### config.mk
export PLATFORM = sky130hd
export DESIGN_NAME = pgst_ctrl
export DESIGN_NICKNAME = d
export VERILOG_FILES = /design/src/hw/rtl/pgst_pkg.sv /design/src/hw/rtl/pgst_ctrl.sv
export SDC_FILE = /design/constraint.sdc
export NUM_CORES = 1
export LEC_CHECK = 0
export BUFFER_PORTS_ARGS = -buffer_cell sky130_fd_sc_hd__buf_2
export CAP_MARGIN = 5
export CELL_PAD_IN_SITES_DETAIL_PLACEMENT = 1
export CELL_PAD_IN_SITES_GLOBAL_PLACEMENT = 1
export CORE_AREA = 2 2 55 57
export DETAILED_ROUTE_END_ITERATION = 7
export DIE_AREA = 0 0 57 59
export PLACE_DENSITY_LB_ADDON = 0.3
export SYNTH_ARGS = -nofsm -noshare
export SYNTH_HDL_FRONTEND = slang
export SYNTH_SLANG_ARGS = --single-unit
### constraint.sdc
create_clock -name clock -period 2.51 [get_ports clock]
set_input_delay 0.502 -clock clock [delete_from_list [all_inputs] [get_ports clock]]
set_output_delay 0.502 -clock clock [all_outputs]
set_load 0.01 [all_outputs]
### src/hw/rtl/pgst_pkg.sv
// Shared types and constants of the packed group segment table.
package pgst_pkg;

   localparam int DEF_MAX_GROUPS   = 128;
   localparam int DEF_BUFFER_DEPTH = 512;
   localparam int DEF_NUM_SAMPLES  = 2048;

   localparam int MAP_W    = 8;
   localparam int SAMPLE_W = 11;
   localparam int GROUP_W  = 7;
   localparam int INDEX_W  = 9;
   localparam int TOTAL_W  = 10;
   localparam int STATUS_W = 2;

   localparam logic [MAP_W-1:0] NO_GROUP = 8'hFF;

   localparam logic [STATUS_W-1:0] STAT_OK        = 2'd0;
   localparam logic [STATUS_W-1:0] STAT_FULL      = 2'd1;
   localparam logic [STATUS_W-1:0] STAT_NOT_FOUND = 2'd2;

   typedef enum logic [2:0] {
      OP_MAKE          = 3'd0,
      OP_ADD           = 3'd1,
      OP_REMOVE_SAMPLE = 3'd2,
      OP_REMOVE_GROUP  = 3'd3,
      OP_MEMBER        = 3'd4,
      OP_COUNT         = 3'd5,
      OP_BY_INDEX      = 3'd6,
      OP_MOVE_END      = 3'd7
   } op_type;

   typedef enum logic [4:0] {
      C_NONE, C_CLEAR, C_ACCEPT, C_LOOKUP, C_RES_FULL, C_RES_NF, C_MAKE, C_ADD_FIN,
      C_SCAN_INIT, C_SCAN_RD, C_SCAN_HIT, C_SCAN_NEXT, C_SHIFT_INIT, C_SHIFT_RD,
      C_SHIFT_WR, C_CNT_CLR, C_SAVE_RD, C_SAVE_WR, C_REST_RD, C_REST_WR, C_GS_RD,
      C_GS_WR, C_GS_END, C_MS_RD, C_MS_WR, C_IDX_RD, C_IDX_CAP, C_RESPOND
   } cmd_type;

   typedef enum logic [4:0] {
      ST_CLEAR, ST_IDLE, ST_LOOKUP, ST_DISPATCH, ST_SCAN_RD, ST_SCAN_CMP, ST_SHIFT_RD,
      ST_SHIFT_WR, ST_SAVE_RD, ST_SAVE_WR, ST_REST_RD, ST_REST_WR, ST_GS_RD, ST_GS_WR,
      ST_ADD_FIN, ST_MS_RD, ST_MS_WR, ST_IDX_CAP, ST_DONE
   } state_type;

   typedef struct packed {
      op_type op;
      logic   valid;
      logic   make_full;
      logic   buf_full;
      logic   need_move;
      logic   idx_ok;
      logic   scan_end;
      logic   match;
      logic   shift_end;
      logic   cnt_ge_len;
      logic   gs_end;
      logic   ms_end;
      logic   clear_last;
   } dp_flags_type;

endpackage

### src/hw/rtl/pgst_ctrl.sv
// Sequencer of the packed group segment table.
module pgst_ctrl
   import pgst_pkg::*;
(
   input  logic         clock,
   input  logic         reset,
   input  logic         start,
   output logic         busy,
   input  dp_flags_type flags,
   output cmd_type      cmd
);

   state_type state_ff, state_in;

   always_ff @(posedge clock) begin
      if (reset) begin
         state_ff <= ST_CLEAR;
      end else begin
         state_ff <= state_in;
      end
   end

   assign busy = (state_ff != ST_IDLE);

   always_comb begin
      state_in = state_ff;
      cmd      = C_NONE;
      unique case (state_ff)
         ST_CLEAR: begin
            cmd = C_CLEAR;
            if (flags.clear_last) state_in = ST_IDLE;
         end
         ST_IDLE: begin
            if (start) begin
               cmd      = C_ACCEPT;
               state_in = ST_LOOKUP;
            end
         end
         ST_LOOKUP: begin
            cmd      = C_LOOKUP;
            state_in = ST_DISPATCH;
         end
         ST_DISPATCH: begin
            state_in = ST_DONE;
            unique case (flags.op)
               OP_MAKE: cmd = flags.make_full ? C_RES_FULL : C_MAKE;
               OP_ADD: begin
                  if (!flags.valid) begin
                     cmd = C_NONE;
                  end else if (flags.buf_full) begin
                     cmd = C_RES_FULL;
                  end else if (flags.need_move) begin
                     cmd      = C_CNT_CLR;
                     state_in = ST_SAVE_RD;
                  end else begin
                     cmd = C_ADD_FIN;
                  end
               end
               OP_REMOVE_SAMPLE, OP_MEMBER: begin
                  cmd      = C_SCAN_INIT;
                  state_in = ST_SCAN_RD;
               end
               OP_REMOVE_GROUP: begin
                  if (flags.valid) begin
                     cmd      = C_SHIFT_INIT;
                     state_in = ST_SHIFT_RD;
                  end
               end
               OP_COUNT: cmd = C_NONE;
               OP_BY_INDEX: begin
                  if (flags.idx_ok) begin
                     cmd      = C_IDX_RD;
                     state_in = ST_IDX_CAP;
                  end else begin
                     cmd = C_RES_NF;
                  end
               end
               OP_MOVE_END: begin
                  if (flags.valid && flags.need_move) begin
                     cmd      = C_CNT_CLR;
                     state_in = ST_SAVE_RD;
                  end
               end
               default: cmd = C_NONE;
            endcase
         end
         ST_SCAN_RD: begin
            if (flags.scan_end) begin
               cmd      = (flags.op == OP_REMOVE_SAMPLE) ? C_RES_NF : C_NONE;
               state_in = ST_DONE;
            end else begin
               cmd      = C_SCAN_RD;
               state_in = ST_SCAN_CMP;
            end
         end
         ST_SCAN_CMP: begin
            if (flags.match) begin
               cmd      = C_SCAN_HIT;
               state_in = (flags.op == OP_REMOVE_SAMPLE) ? ST_SHIFT_RD : ST_DONE;
            end else begin
               cmd      = C_SCAN_NEXT;
               state_in = ST_SCAN_RD;
            end
         end
         ST_SHIFT_RD: begin
            if (flags.shift_end) begin
               cmd = C_CNT_CLR;
               if (flags.op == OP_REMOVE_SAMPLE || flags.op == OP_REMOVE_GROUP) begin
                  state_in = ST_GS_RD;
               end else begin
                  state_in = ST_REST_RD;
               end
            end else begin
               cmd      = C_SHIFT_RD;
               state_in = ST_SHIFT_WR;
            end
         end
         ST_SHIFT_WR: begin
            cmd      = C_SHIFT_WR;
            state_in = ST_SHIFT_RD;
         end
         ST_SAVE_RD: begin
            if (flags.cnt_ge_len) begin
               cmd      = C_SHIFT_INIT;
               state_in = ST_SHIFT_RD;
            end else begin
               cmd      = C_SAVE_RD;
               state_in = ST_SAVE_WR;
            end
         end
         ST_SAVE_WR: begin
            cmd      = C_SAVE_WR;
            state_in = ST_SAVE_RD;
         end
         ST_REST_RD: begin
            if (flags.cnt_ge_len) begin
               cmd      = C_CNT_CLR;
               state_in = ST_GS_RD;
            end else begin
               cmd      = C_REST_RD;
               state_in = ST_REST_WR;
            end
         end
         ST_REST_WR: begin
            cmd      = C_REST_WR;
            state_in = ST_REST_RD;
         end
         ST_GS_RD: begin
            if (flags.gs_end) begin
               cmd = C_GS_END;
               if (flags.op == OP_ADD) begin
                  state_in = ST_ADD_FIN;
               end else if (flags.op == OP_REMOVE_GROUP) begin
                  state_in = ST_MS_RD;
               end else begin
                  state_in = ST_DONE;
               end
            end else begin
               cmd      = C_GS_RD;
               state_in = ST_GS_WR;
            end
         end
         ST_GS_WR: begin
            cmd      = C_GS_WR;
            state_in = ST_GS_RD;
         end
         ST_ADD_FIN: begin
            cmd      = C_ADD_FIN;
            state_in = ST_DONE;
         end
         ST_MS_RD: begin
            if (flags.ms_end) begin
               state_in = ST_DONE;
            end else begin
               cmd      = C_MS_RD;
               state_in = ST_MS_WR;
            end
         end
         ST_MS_WR: begin
            cmd      = C_MS_WR;
            state_in = ST_MS_RD;
         end
         ST_IDX_CAP: begin
            cmd      = C_IDX_CAP;
            state_in = ST_DONE;
         end
         ST_DONE: begin
            cmd      = C_RESPOND;
            state_in = ST_IDLE;
         end
         default: begin
            state_in = ST_IDLE;
         end
      endcase
   end

   a_no_accept_when_busy: assert property (@(posedge clock) disable iff (reset)
      (cmd == C_ACCEPT) |-> (state_ff == ST_IDLE && start))
      else $error("transaction accepted outside idle");

   a_lookup_follows_accept: assert property (@(posedge clock) disable iff (reset)
      (cmd == C_ACCEPT) |=> (cmd == C_LOOKUP))
      else $error("lookup missing after accept");

   a_respond_then_idle: assert property (@(posedge clock) disable iff (reset)
      (cmd == C_RESPOND) |=> !busy)
      else $error("not idle after response");

endmodule

After elaboration in Yosys (flattened, before gate mapping)
Cells that the tools add are included.
{ "totals": {"reg_bits": 5, "latch_bits": 0, "mem_bits_rw": 0, "mem_bits_ro": 0, "out_inout_bits": 6, "n_memories": 0} }
{ "op_classes": {"n_addsub": 0, "multipliers": 0, "n_div": 0, "n_lt_le_gt_ge": 0, "eq_ne": 28, "n_shift": 0, "n_mux": 39, "bitwise": 0, "reduce_logical": 7} }
{ "ops": {"columns": ["op", "count"], "rows": [
  ["case mux 5 bit (19 select lines)", 1],
  ["two-way mux 5 bit", 18],
  ["case mux 5 bit (17 select lines)", 1],
  ["== test 5 x 4 -> 1 bit (second input constant)", 8],
  ["case mux 5 bit (7 select lines)", 1],
  ["two-way mux 4 bit", 7],
  ["case mux 5 bit (5 select lines)", 1],
  ["== test 5 x 3 -> 1 bit (second input constant)", 4],
  ["== test 5 bit (second input constant)", 3],
  ["== test 3 bit (second input constant)", 4],
  ["two-way mux 2 bit", 6],
  ["== test 5 x 2 -> 1 bit (second input constant)", 2],
  ["two-way mux 3 bit", 3],
  ["== test 3 x 2 -> 1 bit (second input constant)", 2],
  ["== test 5 x 1 -> 1 bit (second input constant)", 1],
  ["logical NOT 5 bit", 1],
  ["inequality test 5 x 1 -> 1 bit (second input constant)", 1],
  ["inequality test 2 bit (second input constant)", 2],
  ["OR reduction 2 bit", 2],
  ["== test 3 x 1 -> 1 bit (second input constant)", 1],
  ["logical NOT 3 bit", 1],
  ["AND reduction 2 bit", 1],
  ["logical AND 1 bit", 1],
  ["logical OR 1 bit", 1],
  ["two-way mux 1 bit", 1]
]} }

Logic depth before layout (Yosys ltp)
Gate-level depths: netlist of the first run.
{ "logic_depth": {"word_depth": 5, "depth_mapped": 7, "depth_no_buf": 5} }

Worst setup path after synthesis of the first run
OpenSTA, ideal clock, no wires.
{ "synth_path": {"path_kind": "input-to-output", "startpoint": "input port flags[14] in the netlist's numbering", "endpoint": "output port cmd[3]", "t_arrival_ns": 1.551, "required_ns": 2.008, "setup_slack_ns": 0.457, "stages": 5, "path_buffers": 1, "path_cell_list": "buf_2 -> nor2_1 -> o211ai_1 -> and3_1 -> o311ai_0"} }
{ "synth_via": {"elab_chain_cells": 4, "elab_cells_between_ends": 11, "classes_between": "eq/ne: 7; mux: 2; reduce/logical: 2"} }
{ "synth_lines": {"columns": ["element", "line", "text"], "rows": [
  ["start, declared", "pgst_ctrl.sv:9", "input dp_flags_type flags,"],
  ["== test 3 x 2 -> 1 bit or == test 3 bit (tied branches)", "pgst_ctrl.sv:45", "unique case (flags.op)"],
  ["OR reduction 2 bit", "pgst_ctrl.sv:45", null],
  ["case mux 5 bit (7 select lines) *", "pgst_ctrl.sv:45", null],
  ["case mux 5 bit (19 select lines) *", "pgst_ctrl.sv:28", "unique case (state_ff)"],
  ["end, declared", "pgst_ctrl.sv:10", "output cmd_type cmd"]
]} }
Mark *: on every way between the ends. The rest lies on a longest branch, timed or not.

Worst setup path after layout of the first run
{ "layout_path": {"startpoint": "register state_ff[3]", "endpoint": "output port cmd[1]"} }
{ "layout_via": {"elab_chain_cells": 2, "elab_cells_between_ends": 20, "classes_between": "eq/ne: 18; mux: 1; reduce/logical: 1"} }
{ "layout_lines": {"columns": ["element", "line", "text"], "rows": [
  ["start, declared", "pgst_ctrl.sv:13", "state_type state_ff, state_in;"],
  ["start signal, assigned", "pgst_ctrl.sv:19", "state_ff <= state_in;"],
  ["== test 5 bit (tied with other cells)", "pgst_ctrl.sv:28", null],
  ["case mux 5 bit (19 select lines) *", "pgst_ctrl.sv:28", null]
]} }
Marked as above.

==> results of run 1 <==
-- through the flow --
step | instances | setup TNS, ps | power, mW | area (µm²) | util [%]
global route | 226 | -41.3 | 0.352 | 1310 | 48.2
CTS | 226 | 0 | 0.326 | 1300 | 47.8
detailed placement | 222 | 0 | 0.235 | 1270 | 46.8
finish | 226 | 0 | 0.325 | 1310 | 48.2
floorplan | 169 | 0 | 0.179 | 1100 | -
global placement | 222 | 0 | 0.229 | 1270 | 46.8
-- area by class of cell --
cell class,instances,area (µm²)
well taps,31,38.8
repair buffers,36,215
inverters,6,22.5
flip-flops and latches,5,106
fillers,397,1400
clock buffers,4,26.3
multi-input cells,144,897
-- metal layers --
metal / GRT usage, % / vias up / part of all wire [%]
li1: - / 695 / -
met4: 5.98 / 0 / 1.7
met1: 33.4 / 710 / 44
met3: 1.75 / 6 / 3.8
met5: 0 / - / 0
met2: 46.8 / 37 / 51
-- cell usage in the layout, fill, tap and decap left out, drive strengths merged, types with 3 or more instances in the layout --
master	n
a211oi	6
a21o	3
a21oi	14
a31oi	3
and3	3
buf	35
clkbuf	5
dfxtp	5
inv	6
nand2	14
nand2b	9
nand3	7
nor2	16
nor2b	8
nor3	7
nor4	3
o21ai	11
o22ai	3
or3b	3
-- logic make-up after synthesis --
family / Yosys count
simple gates: 78
compound gates: 65
xor+xnor: 1
flops: 5
buf+inv: 20
-- power groups by stage --
stage / clock network [mW] / registers [mW] / logic [mW]
after floorplan: 0 / 0.0854 / 0.0934
after global placement: 0 / 0.0916 / 0.138
after detailed placement: 0 / 0.0920 / 0.143
after CTS: 0.0913 / 0.0905 / 0.144
after global routing: 0.0990 / 0.0920 / 0.161
final: 0.0878 / 0.0912 / 0.146
-- final timing paths --
| check | cells past startpoint | startpoint | slack (ps) | endpoint |
|---|---|---|---|---|
| worst min register to register | 2 | state_ff[4] | 720 | state_ff[1] |
| worst max register to register | 6 | state_ff[2] | 640 | state_ff[0] |
| worst min-delay path | 2 | reset | 480 | state_ff[3] |
| worst max-delay path | 6 | state_ff[3] | 70 | cmd[1] |
-- timing repair --
item | CTS | global route
setup endpoints to repair | 2 | 5
hold endpoints to repair | 0 | 0
resized for setup | 1 | 6
cloned | 0 | 0
==> results.tsv, run 1 <==
stage	metric	value	unit
timing	crit share post-route	97.3	%
timing	Slew Limit Fails	0	
routing	Wirelength per Cell	18.5	µm
worst_setup_path	CP delay by family, top	simple AND/OR/NAND/NOR gates	
die	row count	19	
cts	Worst-path clk slew	40	ps
cts	cell chosen for the clock root	clkbuf_4	
worst_setup_path	CP max FO	13	
placed_design	GPL Wtd Cong	0.958	
worst_setup_path	Worst EP required	2010	ps
cts	clock buffer count from CTS	3	
synth	Synth area leaders	dfxtp_1 9.1%, a21oi_1 6.4%, nor2_1 5.5%	
routing	antenna viol nets, final	0	
cts	CTS tree	done	
routing	1st-pass router iterations	4	
routing	routed vias/inst	6.41	
synth	async set-reset flop share out of synthesis	0	%
synth	library cells used by synthesis	51	
synth	Adder-Cell Fraction of Synth Area	0	%
power_and_ir_drop	clock power share	27.0	%
timing	Final Setup Violations	0	
timing	maximum clock rate	0.409	GHz
cts	H-tree depth	1	
worst_setup_path	crit path cell chain	buf_4, nor4b_1, nor2_1, o41ai_1, or4b_1, buf_2	
power_and_ir_drop	peak supply drop	0.000268	V
die	die area	3360	µm²
synth	Synth Area in XOR/XNOR	0.796	%
global_route	first-pass GRT wire length	6.88	mm
flow_run	Max Cap Violations	0	
timing	Hold Slack	484	ps
final_layout	Biggest register	state_ff	
worst_setup_path	critical path launch point type	register	
placed_design	pre-CTS setup slack	108	ps
synth	syn_area_per_cell	6.51	µm²
status	status	completed	
synth	Synth top area share	9.10	%
final_layout	NumNets Final	214	
routing	DR vias	1448	
synth	Post-synth top cells	16 x nor2_1, 14 x a21oi_1, 14 x nand2_1	
die	Starting Density	40.6	%
timing	Slew headroom	69.1	%
die	core footprint	2710	µm²
cts	CTS sink cnt	5	
timing	Final min period	2440	ps
final_layout	ant diodes	0	
cts	Max Buffers Root-to-Sink	2	
final_layout	P&R area growth vs syn	18.8	%
synth	synthesized netlist net count	187	
synth	ys flop type	dfxtp_1	
power_and_ir_drop	leakage	0.503	nW
routing	initial drt markers	92	
synth	most numerous cell in the Yosys netlist	nor2_1	
synth	number of flops mapped to enable cells by yosys	0	
placed_design	IO buf count	23	
final_layout	Largest register FFs	5	
power_and_ir_drop	Internal Power	0.202	mW
timing	worst clock skew	0.489	ps
worst_setup_path	crit end category	output pin	
worst_setup_path	Max stage delay on crit path	510	ps
cts	Clock Latency Late Sink	230	ps
synth	sequential area share after synthesis	9.10	%
timing	setup ws final	67.5	ps
die	io pins	24	
synth	post-synthesis simple-gate area fraction	39.4	%
global_route	grt ovf	0	
hold_path	hold crit path type	in2reg	
synth	combinational family with the most area after synthesis	compound AO/OA/AOI/OAI gates	
die	Chip Width	57	µm
synth	Ys Warns	0	
worst_setup_path	CP Class	reg2out	
synth	Mapped Area	1100	µm²
global_route	GR Util All Layers	25.8	%
synth	FF+latch count, synth	5	
cts	post-CTS setup buffer count	0	
synth	mux share of post-synthesis cell area	0	%
placed_design	Detail Placement HPWL	3.37	mm
power_and_ir_drop	Flop pwr share	28.1	%
global_route	largest net degree at the start of global routing	17	
synth	Synth Area in Compound Gates	41.2	%
cts	cts hold-fix bufs	0	
synth	Post-Synthesis Cells	169	
worst_setup_path	crit path buf inv count	2	
power_and_ir_drop	pwr/cell area	249	nW/µm²
timing	Slew @ Worst Pin	463	ps
power_and_ir_drop	Combinational Power Share	44.9	%
power_and_ir_drop	switching part of the total	37.9	%
routing	final WL	4.19	mm
die	Die Height	59	µm
global_route	vias in the first global route	1411	
synth	post-synth top area cell	dfxtp_1	
routing	Remaining DRCs	0	
final_layout	ratio of cells with drive above 1 in the final layout	27.2	%
final_layout	largest registers	state_ff: 5 flops	
power_and_ir_drop	switching power	0.123	mW
global_route	initial antenna violation count	0	
timing	Final Hold Viols	0	
worst_setup_path	crit path DAT	1940	ps
worst_setup_path	CP max-delay cell	or4b_1	
(Power assumes the default switching activity.)
==> inputs of run 2 (changes only) <==
Settings changed: PLACE_DENSITY set to 0.92, PLACE_DENSITY_LB_ADDON 0.3 to unset.
==> run 2 against run 1 <==
Critical path depth rose by 1. Maximum frequency fell by 1.8%. Sequential share of layout area fell by 0.14 points. First-iteration DRC count fell by 33%. Via count rose by 4.9%. Critical path type unchanged. Highest routed layer unchanged.
==> results.tsv, run 2 (synthesized netlist as in run 1, its figures left out) <==
stage	metric	value	unit
status	status	completed	
final_layout	NumNets Final	217	
worst_setup_path	Max stage delay on crit path	510	ps
cts	cell chosen for the clock root	clkbuf_4	
final_layout	commonest non-fill, non-tap cell in the layout	buf_2	
final_layout	fin cells	229	
global_route	first-pass GRT wire length	7.27	mm
power_and_ir_drop	Combinational Power Share	45.3	%
worst_setup_path	CP max FO	7	
timing	Slew @ Worst Pin	427	ps
placed_design	Detail Placement HPWL	3.57	mm
timing	Slew Limit Fails	0	
worst_setup_path	R2R Setup Slk	710	ps
final_layout	Largest register FFs	5	
flow_run	Max Cap Violations	0	
power_and_ir_drop	pwr/cell area	260	nW/µm²
die	Starting Density	40.6	%
cts	clock buffer count from CTS	3	
power_and_ir_drop	switching power	0.140	mW
cts	Max Buffers Root-to-Sink	2	
cts	post-CTS setup buffer count	0	
worst_setup_path	crit path DAT	1980	ps
die	Chip Width	57	µm
power_and_ir_drop	switching part of the total	40.5	%
worst_setup_path	Worst EP required	2010	ps
die	io pins	24	
final_layout	largest registers	state_ff: 5 flops	
worst_setup_path	crit path cell chain	buf_4, nand2_1, nor4b_1, nor2_1, o41ai_1, or4b_1, buf_2	
worst_setup_path	crit path buf inv count	2	
worst_setup_path	CP Class	reg2out	
die	Die Height	59	µm
placed_design	pre-CTS setup slack	60.4	ps
cts	CTS tree	done	
worst_setup_path	CP max-delay cell	or4b_1	
global_route	grt ovf	0	
worst_setup_path	CP delay by family, top	simple AND/OR/NAND/NOR gates	
timing	Slew headroom	71.5	%
routing	1st-pass router iterations	4	
power_and_ir_drop	leakage	0.518	nW
die	core footprint	2710	µm²
global_route	GR Util All Layers	27.8	%
final_layout	most frequent cells in the layout	21 x buf_2, 16 x nor2_1, 16 x buf_4	
routing	routed vias/inst	6.63	
routing	initial drt markers	62	
timing	Final Setup Violations	0	
routing	DR vias	1519	
power_and_ir_drop	Pwr Total	0.345	mW
power_and_ir_drop	Internal Power	0.206	mW
worst_setup_path	crit end category	output pin	
routing	final WL	4.48	mm
routing	WL met3	226	µm
die	die area	3360	µm²
final_layout	ratio of cells with drive above 1 in the final layout	26.8	%
cts	CTS sink cnt	5	
cts	Worst-path clk slew	50	ps
routing	antenna viol nets, final	0	
routing	Remaining DRCs	0	
die	row count	19	
global_route	vias in the first global route	1561	
global_route	initial antenna violation count	0	
worst_setup_path	critical path launch point type	register	
final_layout	P&R area growth vs syn	20.8	%
final_layout	Biggest register	state_ff	
placed_design	IO buf count	23	
timing	Hold Slack	466	ps
timing	crit share post-route	99.1	%
timing	maximum clock rate	0.402	GHz
timing	Final Hold Viols	0	
timing	RSZ-0062 raised after global routing	yes	
cts	H-tree depth	1	
timing	Final min period	2490	ps
routing	met1 WL	1.82	mm
power_and_ir_drop	Flop pwr share	25.2	%
placed_design	placed cell count	225	
timing	worst clock skew	7.41	ps
power_and_ir_drop	clock power share	29.5	%
final_layout	ant diodes	0	
power_and_ir_drop	peak supply drop	0.000193	V
routing	top layer in use	met4	
placed_design	GPL Wtd Cong	0.959	
final_layout	Fillers	378	
global_route	largest net degree at the start of global routing	17	
cts	Clock Latency Late Sink	260	ps
routing	routed wl met2	2.23	mm
routing	Wirelength per Cell	19.6	µm
hold_path	hold crit path type	in2reg	
timing	setup ws final	23.0	ps
-- run 2: stage by stage --
step	utilization, %	area, µm²	TNS, ps
2_1_floorplan	-	1100	0
6_report	49.0	1330	0
3_3_place_gp	47.6	1290	0
4_1_cts	48.8	1320	0
3_5_place_dp	47.6	1290	0
5_1_grt	49.0	1330	-30.2
-- run 2: path summary, 6_finish.rpt --
check,cells past startpoint,to,from
max,7,cmd[1],state_ff[0]
min reg2reg,2,state_ff[1],state_ff[4]
min,2,state_ff[3],reset
max reg2reg,6,state_ff[0],state_ff[2]
-- run 2: power groups by stage --
stage	registers [mW]	clock network [mW]	logic (mW)
final	0.0871	0.102	0.156
after CTS	0.0878	0.103	0.153
after global placement	0.0891	0	0.143
after floorplan	0.0854	0	0.0934
after global routing	0.0873	0.109	0.170
after detailed placement	0.0892	0	0.152
-- run 2: worst register-to-register path: cells and delay by family, from the launching register on --
| family | cells | cell delay, ps |
|---|---|---|
| flip-flops | 1 | 420 |
| buffers and inverters | 1 | 180 |
| AND/OR/NAND/NOR | 2 | 610 |
| AO/OA/AOI/OAI | 3 | 490 |
-- run 2: layout make-up --
cell class | count | area (µm²) | area share (%)
Timing Repair Buffer | 39 | 240 | 18.1
Tap cell | 31 | 38.8 | 2.92
Multi-Input combinational cell | 144 | 895 | 67.3
Clock buffer | 4 | 26.3 | 1.98
Inverter | 6 | 22.5 | 1.69
Sequential cell | 5 | 106 | 8.00
-- run 2: routing by layer --
layer	GRT usage (%)	up-vias
met5	0	-
met3	2.18	20
li1	-	701
met4	19.6	0
met1	31.7	723
met2	49.3	75
-- run 2: timing repair --
action                                  in CTS  in global routing
endpoints found under the setup margin       3                  2
hold buffers                                 0                  0
gates resized for setup                      3                  3
